$ cat src/hdl/assert_macros.svh
// Assertion helpers for the clip normaliser
`ifndef ASSERT_MACROS_SVH
`define ASSERT_MACROS_SVH

`ifndef SYNTHESIS
`define CLD_ASSERT(label, clk, rst, prop, msg) \
   label: assert property (@(posedge clk) disable iff (rst) prop) else $error(msg);
`define CLD_ASSERT_ALWAYS(label, clk, prop, msg) \
   label: assert property (@(posedge clk) prop) else $error(msg);
`else
`define CLD_ASSERT(label, clk, rst, prop, msg)
`define CLD_ASSERT_ALWAYS(label, clk, prop, msg)
`endif

`endif

$ cat src/hdl/cld_pkg.sv
`timescale 1ns / 1ps
package cld_pkg;
   localparam int MAX_SAMPLES = 65536;
   localparam int ADDR_W      = $clog2(MAX_SAMPLES);
   localparam int CNT_W       = ADDR_W + 1;
   localparam int CLEN_W      = 17;
   localparam int SAMPLE_W    = 16;
   localparam int VAL_W       = 16;
   localparam int GUARD_BITS  = 8;
   localparam int SUM_W       = SAMPLE_W + CNT_W;
   localparam int MEAN_W      = SAMPLE_W + GUARD_BITS + 1;
   localparam int D_W         = MEAN_W + 1;
   localparam int MAG_W       = MEAN_W;
   localparam int TARGET_Q15  = 31130;
   localparam int GAIN_FRAC   = 40;
   localparam int GAIN_W      = 55;
   localparam int DIV_NUM_W   = GAIN_W + 1;
   localparam int DIV_DEN_W   = MAG_W;
   localparam int DIV_CNT_W   = $clog2(DIV_NUM_W);
   localparam int MUL_B_W     = 28;
   localparam int MUL_P_W     = MAG_W + MUL_B_W;
   localparam int PROD_W      = 64;
   localparam int QMAG_W      = PROD_W - GAIN_FRAC;
   localparam int CLIP_RESET  = 48000;

   typedef enum logic [9:0] {
      ST_IDLE   = 10'b00_0000_0001,
      ST_SUM    = 10'b00_0000_0010,
      ST_MEAN   = 10'b00_0000_0100,
      ST_PEAK   = 10'b00_0000_1000,
      ST_GAIN   = 10'b00_0001_0000,
      ST_READ   = 10'b00_0010_0000,
      ST_CALC   = 10'b00_0100_0000,
      ST_MUL_LO = 10'b00_1000_0000,
      ST_MUL_HI = 10'b01_0000_0000,
      ST_RND    = 10'b10_0000_0000
   } state_type;

   typedef struct packed {
      logic                 start;
      logic [DIV_NUM_W-1:0] num;
      logic [DIV_DEN_W-1:0] den;
   } div_req_type;

   typedef struct packed {
      logic                 done;
      logic [DIV_NUM_W-1:0] quo;
   } div_rsp_type;
endpackage

$ cat src/hdl/cld_div.sv
`timescale 1ns / 1ps
module cld_div import cld_pkg::*; (
   input  logic        clock,
   input  logic        reset,
   input  div_req_type req,
   output div_rsp_type rsp
);
   logic                 busy_ff, busy_in;
   logic                 done_ff, done_in;
   logic [DIV_CNT_W-1:0] cnt_ff, cnt_in;
   logic [DIV_NUM_W-1:0] num_ff, num_in;
   logic [DIV_DEN_W-1:0] rem_ff, rem_in;
   logic [DIV_DEN_W-1:0] den_ff, den_in;
   logic [DIV_DEN_W:0]   trial;

   // restoring divide, one quotient bit per cycle shifted into num_ff
   always_comb begin
      busy_in = busy_ff;
      done_in = 1'b0;
      cnt_in  = cnt_ff;
      num_in  = num_ff;
      rem_in  = rem_ff;
      den_in  = den_ff;
      trial   = {rem_ff, num_ff[DIV_NUM_W-1]};
      if (req.start) begin
         busy_in = 1'b1;
         cnt_in  = '0;
         num_in  = req.num;
         rem_in  = '0;
         den_in  = req.den;
      end else if (busy_ff) begin
         if (trial >= {1'b0, den_ff}) begin
            rem_in = DIV_DEN_W'(trial - {1'b0, den_ff});
            num_in = {num_ff[DIV_NUM_W-2:0], 1'b1};
         end else begin
            rem_in = trial[DIV_DEN_W-1:0];
            num_in = {num_ff[DIV_NUM_W-2:0], 1'b0};
         end
         cnt_in = cnt_ff + 1'b1;
         if (cnt_ff == DIV_CNT_W'(DIV_NUM_W - 1)) begin
            busy_in = 1'b0;
            done_in = 1'b1;
         end
      end
   end

   always_ff @(posedge clock) begin
      if (reset) begin
         busy_ff <= 1'b0;
         done_ff <= 1'b0;
         cnt_ff  <= '0;
      end else begin
         busy_ff <= busy_in;
         done_ff <= done_in;
         cnt_ff  <= cnt_in;
      end
      num_ff <= num_in;
      rem_ff <= rem_in;
      den_ff <= den_in;
   end

   assign rsp.done = done_ff;
   assign rsp.quo  = num_ff;
endmodule

$ cat config.mk
export PLATFORM = sky130hd
export DESIGN_NAME = cld_div
export DESIGN_NICKNAME = d
export VERILOG_FILES = /design/src/hdl/assert_macros.svh /design/src/hdl/cld_pkg.sv /design/src/hdl/cld_div.sv
export SDC_FILE = /design/constraint.sdc
export NUM_CORES = 1
export LEC_CHECK = 0
export BUFFER_PORTS_ARGS = -buffer_cell sky130_fd_sc_hd__buf_2
export CORE_AREA = 2 2 121 135
export DETAILED_ROUTE_END_ITERATION = 7
export DIE_AREA = 0 0 123 137
export GPL_TIMING_DRIVEN = 1
export MAX_ROUTING_LAYER = met4
export PLACE_DENSITY_LB_ADDON = 0.12
export SETUP_SLACK_MARGIN = 0.02
export SLEW_MARGIN = 15
export SYNTH_ARGS = -nofsm -noshare
export SYNTH_HDL_FRONTEND = slang
export SYNTH_SLANG_ARGS = --single-unit
export TNS_END_PERCENT = 5
$ cat constraint.sdc
create_clock -name clock -period 9.3 [get_ports clock]
set_clock_uncertainty 0.1 [all_clocks]
set_input_delay 1.395 -clock clock [delete_from_list [all_inputs] [get_ports clock]]
set_output_delay 1.395 -clock clock [all_outputs]
set_load 0.02 [all_outputs]
==> results of run 1 <==
[worst min-delay path: stages, from the launching register on]
cell and delay (ps):
dfxtp_1 320, nand2_1 70, a21oi_1 50
[per-layer routing]
layer  vias to the layer above  wire [um]  GRT usage, %  part of all wire, %
li1                       2211          -             -                    -
met1                      2126       6657         23.38                   46
met2                       149       6664         28.30                   46
met3                        15       1093         6.917                  7.5
met4                         0        179         5.745                  1.2
met5                         -          0             -                    0
[placed cells by master (no fill, tap or decap), types with 5 or more instances in the layout]
master     netlist  routed
nand2_1         20      20
o21a_1           7       7
buf_2            1     139
nor2_1          35      35
ha_1            26      26
nand4_1          6       6
nor3_1           9       9
clkbuf_16        0      17
o21ai_0         12      12
xnor2_1         13      13
inv_1           35      34
mux2_2          56      56
nor2b_1          7       7
a21oi_1         27      27
a211oi_1        18      18
dfxtp_1         33      33
nand3_1          6       6
a31oi_1          5       5
a21o_1           7       7
xor2_1           8       8
mux2i_1         19      19
edfxtp_1        81      81
[state kept, by name, indices dropped and copies added (netlist names)]
register / count
num_ff: 56
done_ff: 1
rem_ff: 25
busy_ff: 1
cnt_ff: 6
den_ff: 25
[power by group through the flow]
| stage | combinational [W] | clock, W | sequential (W) |
|---|---|---|---|
| floorplan | 0.000201 | 0 | 0.000662 |
| global placement | 0.000316 | 0 | 0.000635 |
| detailed placement | 0.000319 | 0 | 0.000634 |
| CTS | 0.000321 | 0.000686 | 0.000626 |
| global route | 0.000349 | 0.000708 | 0.000632 |
| finish | 0.000318 | 0.000673 | 0.000626 |
[cell families (layout without fill, tap and decap cells)]
family	after synthesis	in the layout	synth area share, %
flip-flops	114	114	50.85
AO/OA/AOI/OAI	111	111	12.84
AND/OR/NAND/NOR	111	111	9.442
multiplexers	75	75	13.50
buffers and inverters	57	209	4.670
adder cells (fa/ha/maj)	27	27	5.678
XOR/XNOR	21	21	3.024
other	0	3	0
[stage by stage]
step           instances   power, W
2_1_floorplan        516  0.0008626
3_3_place_gp         837  0.0009508
3_5_place_dp         837  0.0009532
4_1_cts              868   0.001633
5_1_grt              871   0.001689
6_report             871   0.001617
[worst min path at each step]
stage | from | endpoint | slack, ps
6_report | rem_ff[7] | rem_ff[7] | 390
5_1_grt | rem_ff[7] | rem_ff[7] | 420
4_1_cts | rem_ff[7] | rem_ff[7] | 390
3_5_place_dp | rem_ff[7] | rem_ff[7] | 390
3_3_place_gp | cnt_ff[5] | cnt_ff[5] | 370
2_1_floorplan | rem_ff[10] | rem_ff[10] | 350
[cell type report]
type	instances	area, um2
inverter	35	132.6
fill	1435	7983
multi-input combinational	345	2705
tap	200	250.2
timing repair buffer	143	725.7
antenna	3	7.507
clock buffer	19	432.9
sequential	114	3093
clock inverter	12	165.2
==> summary.txt, run 1 <==
worst r2r path cells: 13
Setup WS post-layout: 5714 ps
Yosys cell types: 65
CP max stage cell: fa_1
crit-path max cell delay: 410 ps
Setup crit start: num_ff[55]
Pleak: 3.127 nW
CTS Buffer Depth: 2
WP depth: 13
hold path cells: 2
# setup viols final: 0
Pre-Repair DR Iteration Count: 4
Die H: 137 um
post-cts repair resize count: 0
#FFs+latches synth: 114
syn_area_per_cell: 11.79 um2
clk slew on worst S/H paths: 50 ps
DRT iter0 DRCs: 237
Initial Utilization: 39.25%
GRT overflow: 0
CP max FO: 14
Placer Congestion: 0.8508
ys async rst share: 0%
row count: 48
crit path to: rem_ff[13]
WS Path Type: flop to flop
routed vias: 4,501
ys flop type: edfxtp_1
postcts setup bufs: 0
All-Layer GR Usage: 18.72%
Mapped Nets: 627
htree depth: 4
fmax: 278.9 MHz
Root Buffer: clkbuf_16
unrepaired setup endpoints after global routing: no
pwr dens: 215.2 nW/um2
Worst slew margin: 37.22%
setup slack, reg-to-reg: 5710 ps
vias in the first global route: 4,564
Synth area leader: edfxtp_1
clk_lat worst skew: 410 ps
most frequent cell after synthesis: edfxtp_1
sequential area share after synthesis: 50.85%
DRC viols: 0
clk sinks: 114
max cap viols: 0
crit path launch type: flop
clock group share of total power: 41.6%
CP most frequent cell: inv_1
Mapped Area: 6082 um2
status: complete, no violations
DR vias/cell: 5.168
Post-Syn Instances: 516
nets: 767
critical path's top delay family: compound AO/OA/AOI/OAI gates
Post-synth EDFFs: 81
I/O Pins: 141
first-pass GRT wire length: 23,380 um
Worst Hold Class: flop to flop
crit path buf inv count: 3
most frequent cells after synthesis: edfxtp_1, mux2_2, inv_1, nor2_1, dfxtp_1
Net Sw Frac: 27.28%
CTS Hold Bufs: 0
share of layout cells above drive strength 1: 36.68%
DIE AREA: 16,850 um2
Least-Margin Pin Slew: 940.6 ps
final slew viol count: 0
pre-CTS setup slack: 5689 ps
CTS Buf Count: 17
part of the power in registers: 38.7%
final-report hold violation count: 0
initial antenna violation count: 3
fin area: 7512 um2
WL final: 14,590 um
setup TNS: 0 ps
RR Endpoint: rem_ff[13]
Area after DPL: 6905 um2
Worst setup EP type: flop
worst vdd ir: 0.1185 mV
Synth warnings: 0
DPL Wire Length: 10,440 um
worst hold slack: 393.2 ps
worst r2r src: num_ff[55]
crit-path cells: inv_1 -> ha_1 -> inv_1 -> fa_1 -> a21oi_1 -> o22ai_1 -> o31a_2 -> a21oi_2 -> nor4b_4 -> nor2_2 -> buf_4 -> mux2i_1 -> a211oi_1
sw power: 0.0004411 W
port bufs: 140
Worst EP required: 9510 ps
drt wl/cell: 16.76 um
ANT nets after route: 0
P_int: 0.001176 W
cells taking the most area after synthesis: edfxtp_1, dfxtp_1, mux2_2
Util after Layout: 48.48%
post-synth top area share: 39.99%
data arrival time of the worst path: 3800 ps
Final Cycle Share: 38.56%
CTS tree: built
core area: 15,490 um2
die width: 123 um
largest net degree at the start of global routing: 57
part of the power in combinational logic: 19.7%
crit path time final: 3586 ps
Area growth syn-to-layout: 23.51%
Note: power is estimated with default switching activity, not from simulation.
==> run 2, diff against run 1 <==
- ABC_AREA: default -> 1
- CORE_AREA: 2 2 121 135 -> 2 2 128 142
- DIE_AREA: 0 0 123 137 -> 0 0 130 144
- clock period: 9.3 -> 3.5 ns (I/O delays scaled with it)
==> run 2 against run 1 <==
Against the previous run:
- cell area is 10% higher
- register-to-register slack worse by 4800 ps
- sequential power grew to 2.6 times the previous value
- final cell count is 48% higher
- setup slack worse by 4800 ps
- worst hold slack worse by 220 ps
- synthesized cell count is 73% higher
- via count is 31% higher
- critical path depth is 2 lower
- non-clock buffer count is 3 higher
- clock power grew to 2.6 times the previous value
==> summary.txt, run 2 <==
status: complete, no violations
commonest non-fill, non-tap cells in the layout: nand2_1, buf_2, inv_1
nets: 1,145 (+49%)
cells taking the most area after synthesis: edfxtp_1, nand2_1, dfxtp_1
row count: 51 (+6.3%)
Placer Congestion: 0.8687 (+2.1%)
DRC viols: 0 (unchanged)
Synth warnings: 0 (unchanged)
vias in the first global route: 5,756 (+26%)
core area: 17,420 um2 (+12%)
Post-Synth XOR/XNOR Area: 1.292% (-1.7 points)
placed insts: 1,253 (+50%)
final-report hold violation count: 0 (unchanged)
share of layout cells above drive strength 1: 20.92% (-16 points)
clk slew on worst S/H paths: 60 ps (about the same)
CTS tree: built
fmax: 384.7 MHz (+38%)
Post-synth EDFFs: 81 (unchanged)
CTS Buf Count: 17 (unchanged)
DRT iter0 DRCs: 227 (-4.2%)
Pre-Repair DR Iteration Count: 4 (unchanged)
DIE AREA: 18,720 um2 (+11%)
pwr dens: 464.5 nW/um2 (+120%)
Worst slew margin: 58.63% (+21 points)
post-synthesis mux area share: 0% (-13 points)
CP max FO: 28 (+14)
most frequent cells after synthesis: nand2_1, inv_1, edfxtp_1, nand3_1, nor2_1
worst hold slack: 175.6 ps (-217.6 ps)
Final Cycle Share: 74.27% (+36 points)
ys flop type: edfxtp_1
routed vias: 5,877 (+31%)
htree depth: 4 (unchanged)
RR Endpoint: rem_ff[12]
Total Power: 0.003848 W (+140%)
commonest non-fill, non-tap cell in the layout: nand2_1
data arrival time of the worst path: 2860 ps (-940 ps)
DR vias/cell: 4.574 (-11%)
Adder-Cell Fraction of Synth Area: 5.096% (-0.58 points)
unrepaired setup endpoints after global routing: no
Worst setup EP type: flop
non-filler cells, final: 1,285 (+48%)
port bufs: 140 (unchanged)
crit path launch type: flop
Synth area leader: edfxtp_1
Synth Area in Simple Gates: 34.55% (+25 points)
I/O Pins: 141 (unchanged)
WL final: 17,140 um (+17%)
Compound-Gate Fraction of Synth Area: 3.637% (-9.2 points)
Mapped Area: 6776 um2 (+11%)
crit path time final: 2599 ps (-986.5 ps)
worst r2r path cells: 11 (-2)
hold path cells: 1 (-1)
setup TNS: 0 ps (unchanged)
syn_area_per_cell: 7.580 um2 (-36%)
number of flip-flops in the largest register: 56 (unchanged)
WS Path Type: flop to flop
max cap viols: 0 (unchanged)
most frequent cell after synthesis: nand2_1
clk sinks: 114 (unchanged)
Die H: 144 um (+5.1%)
die width: 130 um (+5.7%)
drt wl/cell: 13.34 um (-20%)
Root Buffer: clkbuf_16
Ant. Diodes: 0 (-3)
Area growth syn-to-layout: 22.25%
setup slack, reg-to-reg: 900 ps (-4810 ps)
initial antenna violation count: 0 (-3)
clk_lat worst skew: 420 ps (about the same)
final slew viol count: 0 (unchanged)
#FFs+latches synth: 114 (unchanged)
worst r2r src: num_ff[55]
largest net degree at the start of global routing: 58 (+1.8%)
ys async rst share: 0% (unchanged)
largest family of logic cells by synthesized area: simple AND/OR/NAND/NOR gates
post-synth top area share: 35.89% (-4.1 points)
worst vdd ir: 0.3345 mV (+180%)
# setup viols final: 0 (unchanged)
Worst EP required: 3760 ps (-5750 ps)
sequential area share after synthesis: 45.64% (-5.2 points)
Post-Syn Instances: 894 (+73%)
hold wc startpoint: req[8]
first-pass GRT wire length: 28,150 um (+20%)
CTS Hold Bufs: 0 (unchanged)
All-Layer GR Usage: 19.98% (+1.3 points)
Yosys cell types: 44 (-32%)
Initial Utilization: 38.90% (-0.35 points)
Pleak: 4.350 nW (+39%)
Least-Margin Pin Slew: 619.6 ps (-321.0 ps)
postcts setup bufs: 0 (unchanged)
Mapped Nets: 1,005 (+60%)
CTS Buffer Depth: 2 (unchanged)
layout filler cell count: 1,802 (+26%)
Worst Hold Class: input port to flop
post-cts repair resize count: 0 (unchanged)
ANT nets after route: 0 (unchanged)
GRT overflow: 0 (unchanged)
Hold EP: den_ff[8]
Reg with most FFs: num_ff
Util after Layout: 47.55% (-0.93 points)
DPL Wire Length: 12,270 um (+18%)
Largest regs: num_ff (56), den_ff (25), rem_ff (25)
==> run 2: changes by cell type in the layout (fill, tap and decap cells not counted), moves of 10 or more <==
| cell | before | now |
|---|---|---|
| a211oi_1 | 18 | 0 |
| inv_1 | 34 | 130 |
| mux2_2 | 56 | 0 |
| mux2i_1 | 19 | 0 |
| nand2_1 | 20 | 378 |
| nand2_2 | 0 | 10 |
| nand3_1 | 6 | 63 |
| o21ai_1 | 1 | 13 |
==> run 2: layout make-up <==
cell class | instances | area, um2 | share of cell area (%)
clock buffer | 18 | 439.2 | 5.301
multi-input combinational | 616 | 3020 | 36.46
inverter | 139 | 521.8 | 6.298
tap | 238 | 297.8 | 3.595
timing repair buffer | 146 | 760.7 | 9.183
clock inverter | 14 | 151.4 | 1.828
sequential | 114 | 3093 | 37.34
==> run 2: through the flow <==
stage	area [um2]	setup WS (ps)
final	8284	900.7
after global routing	8284	654.7
after CTS	8284	899.2
after detailed placement	7694	922.5
after global placement	7694	972.8
after floorplan	6777	298.8
==> run 2: report_power, final <==
part           switching, W  internal (W)  leakage (nW)  total [W]
Clock              0.000675       0.00107         0.289    0.00175
Combinational      0.000323      0.000166          2.98   0.000489
Sequential        0.0000478       0.00156          1.09    0.00161
==> run 2: per-layer routing <==
| metal | vias to the layer above | wire (um) | track usage [%] |
|---|---|---|---|
| li1 | 3090 | - | - |
| met2 | 145 | 7859 | 31.33 |
| met3 | 22 | 961 | 5.438 |
| met1 | 2620 | 8019 | 25.19 |
| met4 | 0 | 301 | 6.338 |
| met5 | - | 0 | - |
==> run 2: critical path, cell delays in order, from the launching register on <==
cell,delay (ps)
edfxtp_1,390
inv_1,90
ha_1,150
inv_1,90
fa_1,460
nand3_1,130
nand3_2,180
nand3b_4,420
nand2_8,210
o21ai_1,150
nand3_1,80
nand2_1,70
==> run 2: worst max-delay path by stage <==
stage                      end  slack [ps]  cells after the start       start
CTS                 rem_ff[12]         900                     11  num_ff[55]
finish              rem_ff[12]         900                     11  num_ff[55]
detailed placement  rem_ff[12]         920                     11  num_ff[55]
floorplan            num_ff[0]         300                      4     req[81]
global placement    rem_ff[12]         970                     11  num_ff[55]
global route        rem_ff[12]         650                     11  num_ff[55]
==> run 2: cell families after synthesis <==
kind of cell,Yosys count
AOI/OAI and AO/OA,45
DFF,114
buffers and inverters,164
xor gates and xnor gates,10
and+or+nand+nor,534
adders and majority gates,27
==> run 3, diff against run 2 <==
- ABC_AREA: 1 -> 0
- CORE_AREA: 2 2 128 142 -> 2 2 121 135
- DIE_AREA: 0 0 130 144 -> 0 0 123 137
- clock period: 3.5 -> 2.6 ns (I/O delays scaled with it)
==> run 3 against run 2 <==
Against the previous run:
- the run now ends with setup timing left
- first-iteration DRC count is 6.2% higher
- clock power is 42% higher
- setup slack worse by 1200 ps
- critical endpoint is now num_ff[0]
- highest routed layer unchanged
==> summary.txt, run 3 (synthesis gave the netlist of run 1 again) <==
status: finished with violations
failing checks: setup timing
Initial Utilization: 39.25% (+0.35 points)
Worst setup EP type: flop
final slew viol count: 0 (unchanged)
Worst EP required: 2660 ps (-1100 ps)
drt wl/cell: 15.87 um (+19%)
largest net degree at the start of global routing: 58 (unchanged)
DIE AREA: 16,850 um2 (-10%)
WL final: 15,170 um (-11%)
Area growth syn-to-layout: 36.02%
Pre-Repair DR Iteration Count: 4 (unchanged)
CP max FO: 4 (-86%)
All-Layer GR Usage: 19.37% (-0.60 points)
Worst Hold Class: input port to flop
Reg with most FFs: num_ff
CTS Hold Bufs: 0 (unchanged)
gr busiest metal: met2
clock group share of total power: 40.4% (-5.1 points)
WS Path Type: flop to flop
worst hold slack: 38.47 ps (-137.1 ps)
I/O Pins: 141 (unchanged)
fin area: 8273 um2 (-0.14%)
# setup viols final: 26 (+26)
worst vdd ir: 0.4357 mV (+30%)
clk_lat worst skew: 420 ps (about the same)
met2 Track Usage GR: 31.12% (-0.21 points)
unrepaired setup endpoints after global routing: yes
first-pass GRT wire length: 24,560 um (-13%)
Final Cycle Share: 110.2% (+36 points)
Pleak: 3.596 nW (-17%)
DRC viols: 0 (unchanged)
P_int: 0.004364 W (+56%)
ANT nets after route: 0 (unchanged)
commonest non-fill, non-tap cell in the layout: buf_2
DRT iter0 DRCs: 241 (+6.2%)
fmax: 348.9 MHz (-9.3%)
final-report hold violation count: 0 (unchanged)
max cap viols: 0 (unchanged)
GRT overflow: 0 (unchanged)
data arrival time of the worst path: 2930 ps (+70 ps)
clk slew on worst S/H paths: 60 ps (about the same)
CP most frequent cell: inv_1
DPL Wire Length: 11,100 um (-9.5%)
CTS Buffer Depth: 2 (unchanged)
Area after DPL: 7602 um2 (-1.2%)
row count: 48 (-5.9%)
vias in the first global route: 4,976 (-14%)
core area: 15,490 um2 (-11%)
number of flip-flops in the largest register: 56 (unchanged)
part of the power in combinational logic: 23.3% (+11 points)
CTS tree: built
met1 global-route usage: 23.85% (-1.3 points)
port bufs: 140 (unchanged)
nets: 854 (-25%)
die width: 123 um (-5.4%)
Least-Margin Pin Slew: 404.4 ps (-215.2 ps)
Net Sw Frac: 28.70% (+1.5 points)
met3 usage in global routing: 4.750% (-0.69 points)
share of layout cells above drive strength 1: 45.77% (+25 points)
crit path launch type: flop
Setup WS post-layout: -266.1 ps (-1167 ps)
part of the power in registers: 36.3% (-5.5 points)
crit-path cells: inv_1 -> ha_2 -> inv_1 -> fa_2 -> a21oi_4 -> o22ai_2 -> o31a_4 -> a21oi_2 -> nor4b_4 -> nor2_2 -> buf_4 -> mux2_2
Ant. Diodes: 0 (unchanged)
crit-path max cell delay: 390 ps (-70 ps)
routed vias: 4,848 (-18%)
Placer Congestion: 0.8776 (+1.0%)
initial antenna violation count: 0 (unchanged)
clk sinks: 114 (unchanged)
DR vias/cell: 5.071 (+11%)
setup slack, reg-to-reg: -270 ps (-1170 ps)
Largest regs: num_ff (56), den_ff (25), rem_ff (25)
htree depth: 4 (unchanged)
postcts setup bufs: 0 (unchanged)
critical path's top delay family: compound AO/OA/AOI/OAI gates
crit path buf inv count: 3 (+1)
Worst slew margin: 72.76% (+14 points)
CP max stage cell: edfxtp_1
pwr dens: 739.9 nW/um2 (+59%)
commonest non-fill, non-tap cells in the layout: buf_2, buf_4, edfxtp_1
sw power: 0.001757 W (+68%)
CTS Buf Count: 17 (unchanged)
Root Buffer: clkbuf_16
Die H: 137 um (-4.9%)
crit path time final: 2866 ps (+266.7 ps)
[run 3: layer usage]
layer / part of all wire [%] / up-vias
li1: - / 2388
met1: 45 / 2309
met2: 49 / 132
met3: 5.1 / 19
met4: 1.7 / 0
met5: 0 / -
[run 3: final timing paths]
kind	from	end	depth (start not counted)
setup / recovery	num_ff[55]	num_ff[0]	12
hold / removal	reset	busy_ff	2
setup reg to reg	num_ff[55]	num_ff[0]	12
hold reg to reg	rem_ff[7]	rem_ff[7]	2
[run 3: what timing repair did]
action,in CTS,in global routing
pin swaps,1,4
setup endpoints to repair,26,26
gates resized for setup,2,11
[run 3: worst register-to-register path, delay by kind of cell, from the launching register on]
family / cells / cell delay, ps
DFF: 1 / 390
AOI/OAI and AO/OA: 4 / 720
buffers and inverters: 3 / 260
and+or+nand+nor: 2 / 350
muxes: 1 / 250
adders and majority gates: 2 / 540
[run 3: area by class of cell]
| type | count | area [um2] |
|---|---|---|
| repair buffers | 230 | 1424 |
| clock inverters | 15 | 195.2 |
| well taps | 200 | 250.2 |
| multi-input cells | 345 | 2754 |
| inverters | 35 | 131.4 |
| fillers | 1388 | 7222 |
| clock buffers | 17 | 425.4 |
| flip-flops and latches | 114 | 3093 |
[run 3: power by group through the flow]
stage               clock network (W)  registers (W)  logic, W
floorplan                           0        0.00237  0.000720
global placement                    0        0.00225   0.00138
detailed placement                  0        0.00226   0.00140
CTS                           0.00254        0.00222   0.00141
global route                  0.00262        0.00224   0.00155
finish                        0.00248        0.00222   0.00142
[run 3: through the flow]
stage               cells  power [W]  util (%)  setup slack, ps  TNS [ps]
floorplan             516   0.003088         -           -470.8     -8318
global placement      924   0.003638     49.06           -231.7     -4622
detailed placement    924   0.003655     49.06           -323.3     -6660
CTS                   956   0.006173     53.12           -334.2     -7249
global route          956   0.006417     53.39           -444.4     -9984
finish                956   0.006121     53.39           -266.1     -5619
